==> config.mk <==
export PLATFORM = sky130hd
export DESIGN_NAME = c_subset_tokenizer
export DESIGN_NICKNAME = d
export VERILOG_FILES = /design/src/ctok_pkg.sv /design/src/ctok_lexer.sv /design/src/c_subset_tokenizer.sv
export SDC_FILE = /design/constraint.sdc
export NUM_CORES = 1
export LEC_CHECK = 0
export BUFFER_PORTS_ARGS = -buffer_cell sky130_fd_sc_hd__buf_2
export CAP_MARGIN = 10
export CORE_MARGIN = 4
export CORE_UTILIZATION = 45
export DETAILED_ROUTE_END_ITERATION = 16
export SLEW_MARGIN = 20
export SYNTH_ARGS = -nofsm -noshare
export SYNTH_HDL_FRONTEND = slang
export SYNTH_HIERARCHICAL = 1
export SYNTH_SLANG_ARGS = --single-unit
==> constraint.sdc <==
create_clock -name clk_i -period 11.8 [get_ports clk_i]
set_input_delay 2.36 -clock clk_i [delete_from_list [all_inputs] [get_ports clk_i]]
set_output_delay 2.36 -clock clk_i [all_outputs]
set_load 0.05 [all_outputs]
==> src/ctok_pkg.sv <==
// Shared types and constants of the C subset tokenizer.
// Used by ctok_lexer and c_subset_tokenizer; depends on nothing else.
package ctok_pkg;

  // Token kinds as they leave the block. Kinds 2 and 3 are never produced.
  typedef enum logic [4:0] {
    KIND_IDENT  = 5'd0,
    KIND_NUMBER = 5'd1,
    KIND_INT    = 5'd4,
    KIND_FLOAT  = 5'd5,
    KIND_VOID   = 5'd6,
    KIND_IF     = 5'd7,
    KIND_ELSE   = 5'd8,
    KIND_WHILE  = 5'd9,
    KIND_FOR    = 5'd10,
    KIND_RETURN = 5'd11,
    KIND_PLUS   = 5'd12,
    KIND_MINUS  = 5'd13,
    KIND_STAR   = 5'd14,
    KIND_SLASH  = 5'd15,
    KIND_ASSIGN = 5'd16,
    KIND_SEMI   = 5'd17,
    KIND_LPAREN = 5'd18,
    KIND_RPAREN = 5'd19,
    KIND_LBRACE = 5'd20,
    KIND_RBRACE = 5'd21,
    KIND_COMMA  = 5'd22,
    KIND_END    = 5'd23,
    KIND_BAD    = 5'd24
  } tok_kind_e;

  // Scan modes of the lexer.
  typedef enum logic [1:0] {
    MODE_IDLE = 2'd0,
    MODE_WORD = 2'd1,
    MODE_NUM  = 2'd2,
    MODE_DROP = 2'd3
  } mode_e;

  // One token as it is queued and sent.
  typedef struct packed {
    tok_kind_e   kind;
    logic [15:0] start;
    logic [15:0] len;
    logic [7:0]  bad;
    logic        last;
  } res_t;

  // Up to two tokens produced by one request.
  typedef struct packed {
    logic v0;
    logic v1;
    res_t r0;
    res_t r1;
  } lex_out_t;

  // Keywords packed with their first byte in the low bits.
  localparam int unsigned NUM_KW = 8;
  localparam logic [47:0] KW_TEXT [NUM_KW] = '{
    {24'd0, "tni"},
    {8'd0,  "taolf"},
    {16'd0, "diov"},
    {32'd0, "fi"},
    {16'd0, "esle"},
    {8'd0,  "elihw"},
    {24'd0, "rof"},
    "nruter"
  };
  localparam logic [2:0] KW_LEN [NUM_KW] = '{
    3'd3, 3'd5, 3'd4, 3'd2, 3'd4, 3'd5, 3'd3, 3'd6
  };
  localparam tok_kind_e KW_KIND [NUM_KW] = '{
    KIND_INT, KIND_FLOAT, KIND_VOID, KIND_IF,
    KIND_ELSE, KIND_WHILE, KIND_FOR, KIND_RETURN
  };

  // Number of bytes of a word kept for keyword matching.
  localparam int unsigned PREFIX_BYTES = 6;

  // Output queue geometry.
  localparam int unsigned FIFO_DEPTH = 4;
  localparam int unsigned FIFO_PTR_W = 2;
  localparam int unsigned FIFO_CNT_W = 3;

endpackage

==> src/ctok_lexer.sv <==
// Lexer core: scan state and the single-pass step that turns one request
// into up to two tokens. Depends on ctok_pkg.
module ctok_lexer #(
  parameter int POS_BITS = 16
) (
  input  logic              clk_i,
  input  logic              rst_ni,
  input  logic              step_i,
  input  logic              cmd_i,
  input  logic [7:0]        char_i,
  output ctok_pkg::lex_out_t out_o
);
  import ctok_pkg::*;

  typedef logic [POS_BITS-1:0] pos_t;

  mode_e       mode_q, mode_d;
  pos_t        start_q, start_d;
  pos_t        bpos_q, bpos_d;
  logic [47:0] prefix_q, prefix_d;
  pos_t        wlen_q, wlen_d;

  logic [7:0]  lower;
  logic        is_letter, is_digit, is_space, is_under;
  tok_kind_e   punct_kind, kw_kind;
  logic [15:0] start_c, bpos_c, wlen_c;
  logic        flush_v, b_v;
  res_t        flush_r, b_r;

  function automatic pos_t sat_inc(input pos_t v);
    return (v == '1) ? v : v + POS_BITS'(1);
  endfunction

  // Byte classes.
  assign lower     = char_i | 8'h20;
  assign is_letter = (lower >= 8'h61) && (lower <= 8'h7A);
  assign is_digit  = (char_i >= 8'h30) && (char_i <= 8'h39);
  assign is_space  = (char_i == 8'h20) || ((char_i >= 8'h09) && (char_i <= 8'h0D));
  assign is_under  = (char_i == 8'h5F);

  // Single-byte operators and punctuators; identifier kind means none.
  always_comb begin
    unique case (char_i)
      8'h2B:   punct_kind = KIND_PLUS;
      8'h2D:   punct_kind = KIND_MINUS;
      8'h2A:   punct_kind = KIND_STAR;
      8'h2F:   punct_kind = KIND_SLASH;
      8'h3D:   punct_kind = KIND_ASSIGN;
      8'h3B:   punct_kind = KIND_SEMI;
      8'h28:   punct_kind = KIND_LPAREN;
      8'h29:   punct_kind = KIND_RPAREN;
      8'h7B:   punct_kind = KIND_LBRACE;
      8'h7D:   punct_kind = KIND_RBRACE;
      8'h2C:   punct_kind = KIND_COMMA;
      default: punct_kind = KIND_IDENT;
    endcase
  end

  // Keyword match of the pending word; words longer than six never match.
  always_comb begin
    kw_kind = KIND_IDENT;
    for (int k = 0; k < NUM_KW; k++) begin
      if ((wlen_q == POS_BITS'(KW_LEN[k])) && (prefix_q == KW_TEXT[k])) begin
        kw_kind = KW_KIND[k];
      end
    end
  end

  // Clamp positions and lengths to the 16-bit output fields.
  if (POS_BITS > 16) begin : g_clamp
    assign start_c = (|start_q[POS_BITS-1:16]) ? 16'hFFFF : start_q[15:0];
    assign bpos_c  = (|bpos_q[POS_BITS-1:16])  ? 16'hFFFF : bpos_q[15:0];
    assign wlen_c  = (|wlen_q[POS_BITS-1:16])  ? 16'hFFFF : wlen_q[15:0];
  end else begin : g_noclamp
    assign start_c = 16'(start_q);
    assign bpos_c  = 16'(bpos_q);
    assign wlen_c  = 16'(wlen_q);
  end

  // Token for the pending word or number.
  always_comb begin
    flush_r.kind  = (mode_q == MODE_WORD) ? kw_kind : KIND_NUMBER;
    flush_r.start = start_c;
    flush_r.len   = wlen_c;
    flush_r.bad   = 8'd0;
    flush_r.last  = 1'b0;
  end

  // Next scan state and the second token of this request.
  always_comb begin
    mode_d   = mode_q;
    start_d  = start_q;
    bpos_d   = bpos_q;
    prefix_d = prefix_q;
    wlen_d   = wlen_q;
    flush_v  = 1'b0;
    b_v      = 1'b0;
    b_r.kind  = KIND_END;
    b_r.start = bpos_c;
    b_r.len   = 16'd0;
    b_r.bad   = 8'd0;
    b_r.last  = 1'b1;
    if (cmd_i) begin
      // End mark: flush and close the text, unless it was already rejected.
      if (mode_q != MODE_DROP) begin
        flush_v = (mode_q == MODE_WORD) || (mode_q == MODE_NUM);
        b_v     = 1'b1;
      end
      mode_d   = MODE_IDLE;
      start_d  = '0;
      bpos_d   = '0;
      prefix_d = '0;
      wlen_d   = '0;
    end else begin
      bpos_d = sat_inc(bpos_q);
      if (mode_q == MODE_DROP) begin
        // Bytes after an invalid byte are discarded.
      end else if ((mode_q == MODE_WORD) && (is_letter || is_digit || is_under)) begin
        for (int b = 0; b < PREFIX_BYTES; b++) begin
          if (wlen_q == POS_BITS'(b)) begin
            prefix_d[8*b +: 8] = char_i;
          end
        end
        wlen_d = sat_inc(wlen_q);
      end else if ((mode_q == MODE_NUM) && is_digit) begin
        wlen_d = sat_inc(wlen_q);
      end else begin
        // The byte ends any pending token and is classified on its own.
        flush_v  = (mode_q == MODE_WORD) || (mode_q == MODE_NUM);
        mode_d   = MODE_IDLE;
        prefix_d = '0;
        wlen_d   = '0;
        if (is_space) begin
          // Whitespace is skipped.
        end else if (is_letter || is_under) begin
          mode_d   = MODE_WORD;
          start_d  = bpos_q;
          prefix_d = {40'd0, char_i};
          wlen_d   = POS_BITS'(1);
        end else if (is_digit) begin
          mode_d  = MODE_NUM;
          start_d = bpos_q;
          wlen_d  = POS_BITS'(1);
        end else if (punct_kind != KIND_IDENT) begin
          b_v      = 1'b1;
          b_r.kind = punct_kind;
          b_r.len  = 16'd1;
        end else begin
          b_v      = 1'b1;
          b_r.kind = KIND_BAD;
          b_r.len  = 16'd1;
          b_r.bad  = char_i;
          mode_d   = MODE_DROP;
        end
      end
    end
  end

  // Pack the tokens so the first valid one is always in slot zero.
  always_comb begin
    out_o.v0      = step_i && (flush_v || b_v);
    out_o.v1      = step_i && flush_v && b_v;
    out_o.r0      = flush_v ? flush_r : b_r;
    out_o.r0.last = !(flush_v && b_v);
    out_o.r1      = b_r;
  end

  // Scan state registers.
  always_ff @(posedge clk_i or negedge rst_ni) begin
    if (!rst_ni) begin
      mode_q   <= MODE_IDLE;
      start_q  <= '0;
      bpos_q   <= '0;
      prefix_q <= '0;
      wlen_q   <= '0;
    end else if (step_i) begin
      mode_q   <= mode_d;
      start_q  <= start_d;
      bpos_q   <= bpos_d;
      prefix_q <= prefix_d;
      wlen_q   <= wlen_d;
    end
  end

endmodule

==> src/c_subset_tokenizer.sv <==
// Top level of the C subset tokenizer: input register, lexer core and a
// four-entry token queue. Depends on ctok_pkg and ctok_lexer.
//
// Usage: source text enters on the s_axis channel, one byte per request;
// s_axis_tuser high marks the end of the text instead of a byte. Tokens
// leave on the m_axis channel in source order, with the kind in tuser and
// start, length and offending byte in tdata. tlast marks the final token
// caused by one input request; requests that cause no token (word or
// number bytes, whitespace, bytes after an invalid byte) produce nothing.
// A token is offered after the request that caused it has passed the
// input register and has been written into the token queue.
// Throughput: one request per cycle while each request yields at most one
// token and the queue has room. A request that yields two tokens (a pending
// word or number followed by a punctuator or the end token) needs two m_axis
// transfers, which the queue absorbs; the single m_axis port sets that limit.
// Reset clears the scan state, the input register and the queue; the
// first byte after reset is position zero, as after every end mark.
// When the receiver stalls, tokens wait in the queue and s_axis_tready
// falls once fewer than two queue entries are free.
module c_subset_tokenizer #(
  parameter int POS_BITS = 16
) (
  input  logic        clk_i,
  input  logic        rst_ni,
  input  logic        s_axis_tvalid,
  output logic        s_axis_tready,
  input  logic [7:0]  s_axis_tdata,   // [7:0] character
  input  logic        s_axis_tuser,   // [0] cmd
  output logic        m_axis_tvalid,
  input  logic        m_axis_tready,
  output logic [39:0] m_axis_tdata,   // [15:0] token_start, [31:16] token_length,
                                      // [39:32] bad_byte
  output logic [4:0]  m_axis_tuser,   // [4:0] token_kind
  output logic        m_axis_tlast    // last_of_run
);
  import ctok_pkg::*;

  logic                  in_valid_q;
  logic                  in_cmd_q;
  logic [7:0]            in_char_q;
  logic                  consume, room, pop;
  lex_out_t              lex;
  res_t                  mem [FIFO_DEPTH];
  res_t                  head;
  logic [FIFO_PTR_W-1:0] wptr_q, rptr_q, wptr_nx;
  logic [FIFO_CNT_W-1:0] count_q;
  logic [1:0]            push_n;

  // Queue room for two tokens after this cycle's read.
  assign pop     = m_axis_tvalid && m_axis_tready;
  assign room    = (count_q <= FIFO_CNT_W'(FIFO_DEPTH - 2)) ||
                   ((count_q == FIFO_CNT_W'(FIFO_DEPTH - 1)) && pop);
  assign consume = in_valid_q && room;
  assign s_axis_tready = !in_valid_q || consume;

  // Input register.
  always_ff @(posedge clk_i or negedge rst_ni) begin
    if (!rst_ni) begin
      in_valid_q <= 1'b0;
    end else if (s_axis_tready) begin
      in_valid_q <= s_axis_tvalid;
    end
  end

  always_ff @(posedge clk_i) begin
    if (s_axis_tvalid && s_axis_tready) begin
      in_cmd_q  <= s_axis_tuser;
      in_char_q <= s_axis_tdata;
    end
  end

  // Lexer core.
  ctok_lexer #(
    .POS_BITS(POS_BITS)
  ) u_lexer (
    .clk_i (clk_i),
    .rst_ni(rst_ni),
    .step_i(consume),
    .cmd_i (in_cmd_q),
    .char_i(in_char_q),
    .out_o (lex)
  );

  // Token queue storage; slot one is only used together with slot zero.
  assign wptr_nx = wptr_q + FIFO_PTR_W'(1);
  assign push_n  = {1'b0, lex.v0} + {1'b0, lex.v1};

  always_ff @(posedge clk_i) begin
    if (lex.v0) begin
      mem[wptr_q] <= lex.r0;
    end
    if (lex.v1) begin
      mem[wptr_nx] <= lex.r1;
    end
  end

  // Queue pointers and fill count.
  always_ff @(posedge clk_i or negedge rst_ni) begin
    if (!rst_ni) begin
      wptr_q  <= '0;
      rptr_q  <= '0;
      count_q <= '0;
    end else begin
      wptr_q  <= wptr_q + FIFO_PTR_W'(push_n);
      rptr_q  <= rptr_q + FIFO_PTR_W'(pop);
      count_q <= count_q + FIFO_CNT_W'(push_n) - FIFO_CNT_W'(pop);
    end
  end

  // Output channel.
  assign head          = mem[rptr_q];
  assign m_axis_tvalid = (count_q != '0);
  assign m_axis_tdata  = {head.bad, head.len, head.start};
  assign m_axis_tuser  = head.kind;
  assign m_axis_tlast  = head.last;

  // The queue never holds more tokens than it has entries.
  assert property (@(posedge clk_i) disable iff (!rst_ni)
    count_q <= FIFO_CNT_W'(FIFO_DEPTH))
    else $error("token queue overflow");

  // The end token always closes the run of its request.
  assert property (@(posedge clk_i) disable iff (!rst_ni)
    (m_axis_tvalid && (m_axis_tuser == KIND_END)) |-> m_axis_tlast)
    else $error("end token without tlast");

  // Only an invalid-byte token carries a nonzero offending byte.
  assert property (@(posedge clk_i) disable iff (!rst_ni)
    (m_axis_tvalid && (m_axis_tuser != KIND_BAD)) |-> (m_axis_tdata[39:32] == 8'd0))
    else $error("offending byte set on a valid token");

  // A second token in one request is never written without room for it.
  assert property (@(posedge clk_i) disable iff (!rst_ni)
    lex.v1 |-> (lex.v0 && room))
    else $error("second token pushed without a first or without room");

endmodule

# Yosys cells after proc, flatten, opt, wreduce, memory -nomap -nowiden
# Memories as Yosys holds them, arrays and structs flattened.
# Index checks and enable logic that the tools add are counted.
[totals]
reg_bits = 115
mem_bits_rw = 184
out_inout_bits = 48
elab_cells = 204
n_memories = 1
[mem_list]
columns = ["name", "words", "width", "read_ports", "rd_clocked_by_memory_dff", "wr", "line_no", "rtl"]
rows = [
  ["mem", 4, 46, 1, 0, 2, "c_subset_tokenizer.sv:43", "res_t mem [FIFO_DEPTH];"],
]
[op_classes]
n_reduce_logical = 45
order_cmp = 7
n_eq_ne = 46
addsub = 8
n_mux = 81
[op_table]
columns = ["operator", "count"]
rows = [
  ["$mux 16", 16],
  ["$mux 48", 5],
  ["$mux 24", 6],
  ["$eq 48x23->1 const B", 2],
  ["$eq 48x31->1 const B", 2],
  ["$eq 48x39->1 const B", 2],
  ["$eq 8x6->1 const B", 10],
  ["$mux 8", 8],
  ["$pmux 5 s11", 1],
  ["$eq 16x3->1 const B", 3],
  ["$eq 48x15->1 const B", 1],
  ["$eq 48x47->1 const B", 1],
  ["$mux 46", 1],
  ["$mux 5", 8],
  ["$add 16x1->16 const B", 2],
  ["$eq 16x16->1 const B", 2],
  ["$eq 16x2->1 const B", 2],
  ["$reduce_and 4->1", 7],
  ["$eq 8x7->1 const B", 3],
  ["$logic_and 1x1->1", 21],
  ["$mux 4", 5],
  ["$mux 1", 18],
  ["$eq 16x1->1 const B", 1],
  ["$logic_not 16->1", 1],
  ["28 further kinds", 59],
]

# Longest topological paths before layout
[depth]
ltp_word = 14
ltp_mapped = 18
depth_no_buf = 15

# Modules after synthesis
# Netlist, hierarchy kept.
[by_module_without_submodules]
columns = ["mod", "cells_each", "seq_area_each_um2", "area_each_um2", "instances"]
rows = [
  ["c_subset_tokenizer", 500, 5995.8, 9795.6, 1],
  ["ctok_lexer", 654, 2452.4, 6005.8, 1],
]

# Worst setup path before layout
# No wires, ideal clock.
[synth_path]
path_kind = "input to register"
start = "input port m_axis_tready"
end = "memory mem[2][0] in the netlist's numbering (enable)"
slack_ns = 4.944
arrival_ns = 6.343
setup_ns = 0.513
path_buffers = 1
required_ns = 11.287
cell_stages = 6
cell_sequence = "and3b_1 > nor3b_1 > buf_2 > o21a_1 > nand2_1 > o21ai_0"
[synth_rtl]
columns = ["element", "line_no", "rtl"]
rows = [
  ["start: declaration", "c_subset_tokenizer.sv:30", "input logic m_axis_tready,"],
  ["end: declaration", "c_subset_tokenizer.sv:43", ""],
]

# Final worst setup path
[layout_path]
start = "input port m_axis_tready"
end = "output port s_axis_tready"
[layout_via]
elab_chain_cells = 5
[layout_lines]
columns = ["element", "line_no", "rtl"]
rows = [
  ["$logic_and 1x1->1", "c_subset_tokenizer.sv:50", "assign pop = m_axis_tvalid && m_axis_tready;"],
  ["$logic_and 1x1->1", "c_subset_tokenizer.sv:52", "((count_q == FIFO_CNT_W'(FIFO_DEPTH - 1)) && pop);"],
  ["$logic_or 1x1->1", "c_subset_tokenizer.sv:51", "assign room = (count_q <= FIFO_CNT_W'(FIFO_DEPTH - 2)) ||"],
  ["$logic_and 1x1->1", "c_subset_tokenizer.sv:53", "assign consume = in_valid_q && room;"],
  ["$logic_or 1x1->1", "c_subset_tokenizer.sv:54", "assign s_axis_tready = !in_valid_q || consume;"],
  ["end: declaration", "c_subset_tokenizer.sv:26", "output logic s_axis_tready,"],
]
# No other way between the ends.

==> metrics.yaml <==
placeableCoreArea_sq_mm: 0.03463
clock_latency_ns: 0.51
syn_area_sq_mm: 0.01580
min_to: "u_lexer/start_c[10]$_DFFE_PN0P_"
crit_path_frequent_cell: "buf_2"
worstMarginPinSlew_ns: 1.063
routedWlPerCell_microns: 21.51
cp-start-kind: "input pin"
htreeDepth: 2
synthArstFlopShare_pct: 35.45
drt-met1-wl_mm: 17.06
io_buffers: 60
timing.fmax_mhz: 184.1
place_congestion: 0.8530
register_area_sq_mm: 0.008453
cp.arrival_ns: 3.07
stdcell_area_sq_mm: 0.01751
die-area_sq_mm: 0.03818
antenna_found_initial: 0
grt_max_degree: 62
clkTransAtPathRegs_ns: 0.06
initial_core_util_pct: 45.63
dpl_cell_area_sq_mm: 0.01635
skew_ns: 0.01682
whs_ns: 0.4789
num_rows: 68
path_max_fanout: 3
worstSetupPathType: "in -> out"
grt_overflow: 0
slew_viol_final: 0
vdd_drop_max_v: 0.0002338
report.final.setup_viol: 0
hold_depth: 1
grt_pass1_vias: 9977
min_path_type: "reg -> reg"
wl_mm: 36.15
post_cts_buffers: 0
io_pins: 61
cts-root-buf: "clkbuf_16"
r2r-start: "in_char_q[2]$_DFFE_PP_"
yosys.area.top_type_share_pct: 36.68
cpMaxStageDelayCell: "buf_2"
finalNonFillerCells: 1680
crit_path_end_kind: "primary output"
diodes: 0
synth-main-ff-cell: "edfxtp_1"
period_share_pct: 46.04
drt_first_pass_iters: 5
route.met2.wl_mm: 16.97
via_count: 9859
pre_cts_slack_ns: 5.998
cts_buffers: 35
cts.path.max_buffers: 3
rsz0062_at_grt: "false"
ys_seq_elements: 299
first_iter_violations: 777
critical_path.max_stage_delay_ns: 0.29
fillers: 2997
status: "finished, final reports clean"
ctsResizeCount: 0
highest_layer: "met4"
grt_usage_pct: 18.78
finalCriticalPeriod_ns: 5.433
drc: 0
met3_length_mm: 1.508
drv_cap: 0
fin_ws_ns: 6.367
yosys-top-cells-area: "edfxtp_1 37%, dfrtp_1 17%, mux2_2 12%"
powerDensity_mw_per_mm2: 257.5
fin_nets: 1226
cts_tree: "built"
dpl.hpwl_mm: 22.89
layout-area-overhead-vs-synth_pct: 10.83
crit_chain: "buf_2 -> and3b_1 -> o21ai_0 -> buf_2"
die_width_microns: 195.4
synth_top_cell_by_area: "edfxtp_1"
synthDistinctLibCells: 70
synthCells: 1154
setup_tns_ns: 0
reg2reg_depth: 9
dieHeight_microns: 195.4
yosys_warnings: 6
dp.cells: 1616
synth_area_per_cell_sq_um: 13.69
cp_top_family: "buffers and inverters"
power_leakage_nw: 6.965
crit_buf_inv: 2
ant_nets: 0
maxSlewHeadroom_pct: 28.92
reg2reg_slack_ns: 6.46
hold_viol: 0
min_from: "u_lexer/start_c[10]$_DFFE_PN0P_"
via_per_inst: 5.868
grt_pass1_wl_mm: 57.84
synth-edff-count: 193
numClockSinks: 299
multiInputGateArea_sq_mm: 0.006803
reg2reg_to: "mem[0][7]$_DFFE_PP_"
cts-hold-fix-buffers: 0
required_ns: 9.44
drive_gt1_share_pct: 31.35
seq_area_frac_synth_pct: 53.46
[layout make-up]
type	count	area share (%)
tap	455	3.251
timing repair buffer	75	2.372
sequential	299	48.27
clock inverter	12	0.8716
multi-input combinational	758	38.84
clock buffer	52	5.773
inverter	29	0.6216
[logic make-up (layout without fill, tap and decap cells)]
family,Yosys count,in the layout,share of synthesized area (%)
buf+inv,111,168,4.141
mux,261,261,22.54
fa+ha+maj,15,15,1.235
flops,299,299,53.46
other cells,2,16,0.04753
compound gates,132,132,6.256
simple gates,308,308,10.88
xor+xnor,26,26,1.441
[report_power, final]
part	internal [mW]	total, mW	switching (mW)
clock	0.662	1.09	0.423
combinational	0.630	1.82	1.19
sequential	1.45	1.60	0.154
total	2.74	4.51	1.77
[cells in the final DEF (no fill, tap or decap), types with 21 or more instances in the layout]
master,instances
inv_1,29
nor2_1,57
mux2_4,29
nor4_1,21
clkbuf_16,36
nor3_1,25
dfrtp_1,104
a22o_1,43
nand2_1,45
edfxtp_1,193
mux2_2,166
mux4_2,46
buf_2,59
and2_1,27
and3_1,23
nand4_1,24
[sequential cells by signal (all words and copies together) (netlist names)]
| signal | count |
|---|---|
| mem | 184 |
| u_lexer/prefix_q | 48 |
| u_lexer/bpos_c | 16 |
| u_lexer/start_c | 16 |
| u_lexer/wlen_c | 16 |
| in_char_q | 8 |
| count_q | 3 |
| rptr_q | 2 |
| u_lexer/mode_q | 2 |
| wptr_q | 2 |
| in_cmd_q | 1 |
| in_valid_q | 1 |
[worst reg2reg max path: stages (launching register included)]
cell      delay [ns]
edfxtp_1        0.74
or3_1           0.52
o311a_1         0.36
a21oi_2         0.60
a21oi_1         0.14
nor2_1          0.22
and3_1          0.38
nand3_4         0.80
o21ai_4         0.65
buf_4           0.55
[layer usage]
layer  vias to the layer above  GRT usage (%)
met3                        45          2.502
met1                      5043          27.79
met4                         0          3.827
met5                         -              0
met2                       252          30.03
li1                       4519              -
[cells in the mapped netlist (5+ instances only)]
| cell type | n |
|---|---|
| a21o_1 | 11 |
| mux4_2 | 46 |
| xor2_1 | 7 |
| mux2_2 | 166 |
| and2_1 | 27 |
| inv_1 | 29 |
| nand2_1 | 45 |
| mux2_4 | 29 |
| o21ai_0 | 20 |
| buf_2 | 13 |
| nor3_1 | 25 |
| nor4_1 | 21 |
| nor2_1 | 58 |
| nand3_1 | 17 |
| a22o_1 | 43 |
| a21oi_1 | 17 |
| dfrtp_1 | 106 |
| nor2b_1 | 17 |
| nand4_1 | 24 |
| edfxtp_1 | 193 |
| nand2b_1 | 5 |
| and3_1 | 23 |
| ha_1 | 14 |
| nand4b_1 | 9 |
| clkbuf_1 | 26 |
| or3_1 | 6 |
| nand3b_1 | 5 |
| xnor2_1 | 19 |
| o31ai_1 | 5 |
| buf_6 | 19 |
| buf_4 | 21 |
| mux2_1 | 16 |
[metrics by stage]
step                      power (mW)  util (%)
final                          4.510     50.57
after global routing           4.741     50.57
after CTS                      4.573     50.57
after detailed placement       3.470     47.21
after global placement         3.441     47.21
after floorplan                3.009         -
[worst max path at each step]
stage	from	endpoint	slack (ns)	cells past startpoint
3_3_place_gp	m_axis_tready	mem[0][8]$_DFFE_PP_	6.03	8
6_report	m_axis_tready	s_axis_tready	6.37	4
4_1_cts	m_axis_tready	s_axis_tready	6.36	4
2_1_floorplan	m_axis_tready	mem[2][0]$_DFFE_PP_	4.94	6
3_5_place_dp	m_axis_tready	u_lexer/start_c[15]$_DFFE_PN0P_	6.00	9
5_1_grt	in_char_q[2]$_DFFE_PP_	mem[0][7]$_DFFE_PP_	6.10	9
No activity file was read; power rests on OpenSTA's default activity.
